===== src/hdl/smf_pkg.sv =====
// Shared constants, types and state codes of the sliding-window median filter.
// No dependencies; every other file of the block refers to it by scoped names.
`default_nettype none
package smf_pkg;
  localparam int MAX_WINDOW = 7;
  localparam int MAX_WIDTH  = 1024;
  localparam int MAX_HEIGHT = 1024;
  localparam int WIN_CELLS  = MAX_WINDOW * MAX_WINDOW;
  localparam int PIX_W      = 8;
  localparam int WS_W       = 3;
  localparam int SIZE_W     = 11;
  localparam int COL_W      = $clog2(MAX_WIDTH);
  localparam int ROW_W      = $clog2(MAX_HEIGHT);
  localparam int STEP_W     = $clog2(WIN_CELLS + 1);
  localparam int CFG_IDX_W  = 2;
  localparam int CFG_DATA_W = SIZE_W;
  localparam int LINE_W     = PIX_W * MAX_WINDOW;

  localparam logic [CFG_IDX_W-1:0] REG_WINDOW_SIZE  = 2'd0;
  localparam logic [CFG_IDX_W-1:0] REG_IMAGE_WIDTH  = 2'd1;
  localparam logic [CFG_IDX_W-1:0] REG_IMAGE_HEIGHT = 2'd2;

  localparam logic [WS_W-1:0]   WINDOW_SIZE_RST  = 3'd3;
  localparam logic [SIZE_W-1:0] IMAGE_WIDTH_RST  = 11'd640;
  localparam logic [SIZE_W-1:0] IMAGE_HEIGHT_RST = 11'd480;

  typedef enum logic [2:0] {
    ST_IDLE,
    ST_LOAD,
    ST_FEED,
    ST_FLUSH,
    ST_SELECT,
    ST_EMIT
  } state_t;

  typedef struct packed {
    logic clear;
    logic shift;
  } sort_cmd_t;
endpackage
`default_nettype wire


===== src/hdl/smf_cell.sv =====
// One cell of the systolic insertion sorter: keeps the smaller value, hands on the larger.
// Depends on smf_pkg.
`default_nettype none
module smf_cell (
  input  wire logic                      clk,
  input  wire logic                      rst,
  input  wire smf_pkg::sort_cmd_t        cmd,
  input  wire logic                      in_valid,
  input  wire logic [smf_pkg::PIX_W-1:0] in_value,
  input  wire logic [smf_pkg::PIX_W-1:0] right_value,
  output logic [smf_pkg::PIX_W-1:0]      held,
  output logic                           pass_valid,
  output logic [smf_pkg::PIX_W-1:0]      pass_value
);
  logic held_valid;

  always_ff @(posedge clk) begin
    if (rst || cmd.clear) begin
      held_valid <= 1'b0;
      pass_valid <= 1'b0;
    end else if (cmd.shift) begin
      held       <= right_value;
      pass_valid <= 1'b0;
    end else begin
      pass_valid <= in_valid && held_valid;
      if (in_valid) begin
        if (!held_valid) begin
          held       <= in_value;
          held_valid <= 1'b1;
        end else if (in_value < held) begin
          // keep the smaller, pass the old one onward
          held       <= in_value;
          pass_value <= held;
        end else begin
          pass_value <= in_value;
        end
      end
    end
  end
endmodule
`default_nettype wire


===== src/hdl/smf_sorter.sv =====
// Chain of sorter cells; after settling cell i holds the i-th smallest value.
// Depends on smf_pkg and smf_cell.
`default_nettype none
module smf_sorter (
  input  wire logic                      clk,
  input  wire logic                      rst,
  input  wire smf_pkg::sort_cmd_t        cmd,
  input  wire logic                      feed_valid,
  input  wire logic [smf_pkg::PIX_W-1:0] feed_value,
  output logic [smf_pkg::PIX_W-1:0]      head
);
  localparam int N = smf_pkg::WIN_CELLS;

  logic [smf_pkg::PIX_W-1:0] held  [N];
  logic [smf_pkg::PIX_W-1:0] pval  [N+1];
  logic                      pvld  [N+1];
  logic [smf_pkg::PIX_W-1:0] right [N];

  assign pval[0] = feed_value;
  assign pvld[0] = feed_valid;
  assign head    = held[0];

  for (genvar i = 0; i < N; i++) begin : g_cell
    if (i == N - 1) begin : g_end
      assign right[i] = '0;
    end else begin : g_mid
      assign right[i] = held[i+1];
    end
    smf_cell u_cell (
      .clk         (clk),
      .rst         (rst),
      .cmd         (cmd),
      .in_valid    (pvld[i]),
      .in_value    (pval[i]),
      .right_value (right[i]),
      .held        (held[i]),
      .pass_valid  (pvld[i+1]),
      .pass_value  (pval[i+1])
    );
  end
endmodule
`default_nettype wire


===== config.mk =====
export PLATFORM = sky130hd
export DESIGN_NAME = smf_sorter
export DESIGN_NICKNAME = d
export VERILOG_FILES = /design/src/hdl/smf_pkg.sv /design/src/hdl/smf_cell.sv /design/src/hdl/smf_sorter.sv
export SDC_FILE = /design/constraint.sdc
export NUM_CORES = 2
export LEC_CHECK = 0
export BUFFER_PORTS_ARGS = -buffer_cell sky130_fd_sc_hd__buf_4
export CORE_MARGIN = 5
export CORE_UTILIZATION = 58
export DETAILED_ROUTE_END_ITERATION = 12
export PLACE_DENSITY_LB_ADDON = 0.12
export SLEW_MARGIN = 20
export SYNTH_ARGS = -nofsm -noshare
export SYNTH_HDL_FRONTEND = slang
export SYNTH_HIERARCHICAL = 1
export SYNTH_SLANG_ARGS = --single-unit

===== constraint.sdc =====
create_clock -name clk -period 2.5 [get_ports clk]
set_clock_uncertainty 0.2 [all_clocks]
set_input_delay 0.25 -clock clk [delete_from_list [all_inputs] [get_ports clk]]
set_output_delay 0.25 -clock clk [all_outputs]
set_load 0.02 [all_outputs]

==> impl_metrics.env <==
export IMPL_clkLatencyLatePin_ns=0.64
export IMPL_synth_cells=3556
export IMPL_crit_path_max_fanout=8
export IMPL_crit_required_ns=2.68
export IMPL_grt_pass1_wl_mm=158
export IMPL_cp_start_kind="flip-flop"
export IMPL_final_max_slew_viol_count=0
export IMPL_area_delta_synth_final_pct=13.6
export IMPL_grt_usage=0.215
export IMPL_rsz0062_at_grt="false"
export IMPL_grt_antenna_before_repair=1
export IMPL_cts_tree="built"
export IMPL_drc=0
export IMPL_maxSlewHeadroom=0.577
export IMPL_setup_tns_ns=0
export IMPL_finalSetupViolCount=0
export IMPL_synth_area_sq_um=47800
export IMPL_io_pins=21
export IMPL_final_layout_size_suffix_gt1_frac=0.332
export IMPL_post_route_period_util=0.970
export IMPL_grt_max_degree=46
export IMPL_place_port_buffers=20
export IMPL_fillCellCount=5831
export IMPL_critical_path_max_stage_delay_ns=0.43
export IMPL_die_w_microns=297
export IMPL_outcome="finished clean"
export IMPL_drt_first_pass_iters=5
export IMPL_cap_violations=0
export IMPL_hpwl_mm=70.5
export IMPL_vias=29155
export IMPL_tightest_slew_ns=0.629
export IMPL_cts_buffer_depth=3
export IMPL_rows=105
export IMPL_gr_total_overflow=0
export IMPL_htreeDepth=3
export IMPL_die_area_sq_um=88300
export IMPL_ant_nets=0
export IMPL_grt_pass1_vias=30473
export IMPL_cp_cell_sequence="ha_1, a21oi_1, a21boi_0, a311oi_4, buf_4, mux2_2"
export IMPL_wire_per_inst_microns=19.2
export IMPL_final_cell_mix="776 x mux2_2, 776 x edfxtp_1, 392 x inv_1, 343 x ha_1, 233 x buf_4"
export IMPL_routed_wl_mm=96.4
export IMPL_ir_worst_vdd_uv=783
export IMPL_criticalPathCategory="flip-flop to flip-flop"
export IMPL_place_ws_ns=0.0793
export IMPL_period_minus_slack_ns=2.43
export IMPL_core_area_sq_um=82000
export IMPL_min_path_type="input port to flip-flop"
export IMPL_clock_fmax_mhz=412
export IMPL_clkTransAtPathRegs_ns=0.06
export IMPL_arrival_ns=2.60
export IMPL_initial_core_util=0.583
export IMPL_clock_root_buffer="clkbuf_16"
export IMPL_synth_area_per_cell_sq_um=13.5
export IMPL_fin_ws_ns=0.0746
export IMPL_p_leak_nw=21.9
export IMPL_nNetsFinal=4222
export IMPL_yosys_warnings=6
export IMPL_numCtsBuffers=93
export IMPL_cts_sinks=873
export IMPL_cp_slowest_cell="edfxtp_1"
export IMPL_vias_per_cell=5.82
export IMPL_die_y_microns=297
export IMPL_power_density_nw_per_um2=577
export IMPL_end_kind="flip-flop"
export IMPL_dr_first_iter_drc_count=1585
export IMPL_place_congestion=0.827
export IMPL_final_hold_violation_count=0
## final cells by class
cell class | count | area [sq um] | share of cell area
diodes | 1 | 2.50 | 0.0000460
clock buffers | 130 | 2620 | 0.0482
clock inverters | 40 | 315 | 0.00580
inverters | 392 | 1470 | 0.0271
multi-input cells | 2249 | 21200 | 0.390
flip-flops and latches | 873 | 25200 | 0.465
well taps | 1070 | 1340 | 0.0246
repair buffers | 257 | 2130 | 0.0393
## power breakdown
part           total [mW]  internal (mW)  leakage [nW]  switching [mW]
logic                1.84          0.932          12.6           0.909
clock network        13.4           7.79          1.44            5.59
registers            16.2           16.0          7.83           0.147
total                31.4           24.7          21.9            6.64
## critical path, delay by kind of cell (launching register included)
kind | cells | cell delay [ns]
AO/OA/AOI/OAI | 3 | 0.64
adder cells (fa/ha/maj) | 1 | 0.33
buffers and inverters | 1 | 0.22
flip-flops | 1 | 0.43
multiplexers | 1 | 0.36
## registers in the layout, summed over array words and instances (netlist names)
register / flops
g_cell.u_cell/pass_value: 384
g_cell.u_cell/pass_valid: 48
g_cell.u_cell/held_valid: 49
g_cell.u_cell/held: 392
## worst paths after layout
check / slack [ns] / end / cells past startpoint / startpoint
hold / removal: 0.06 / g_cell[2].u_cell/held[6] / 2 / cmd[0]
setup / recovery: 0.07 / g_cell[42].u_cell/pass_value[2] / 6 / g_cell[41].u_cell/pass_value[6]
setup reg to reg: 0.07 / g_cell[42].u_cell/pass_value[2] / 6 / g_cell[41].u_cell/pass_value[6]
hold reg to reg: 0.27 / g_cell[48].u_cell/held_valid / 1 / g_cell[48].u_cell/held_valid
## stage by stage
stage	utilization	hold WS [ns]	total power [mW]	cells	instance area [sq um]
after global routing	0.663	0.0588	32.5	5012	54300
final	0.663	0.0555	31.4	5012	54300
after detailed placement	0.626	0.260	18.3	4830	51300
after global placement	0.626	0.248	18.2	4830	51300
after CTS	0.663	0.0259	31.7	5009	54300
after floorplan	-	0.222	17.6	3563	48100
## layer usage
metal | up-vias | wire length [microns] | GRT usage
met5 | - | 0 | 0
met4 | 0 | 2460 | 0.0611
met3 | 179 | 3280 | 0.0270
met2 | 461 | 46700 | 0.368
met1 | 14449 | 44000 | 0.290
li1 | 14066 | - | -
## timing repair
action	4_1_cts	5_1_grt
setup endpoints to repair	0	143
buffers inserted	0	2
hold buffers	9	0
hold endpoints to repair	18	0
resized for setup	0	23
Note: power is estimated with default switching activity, not from simulation.
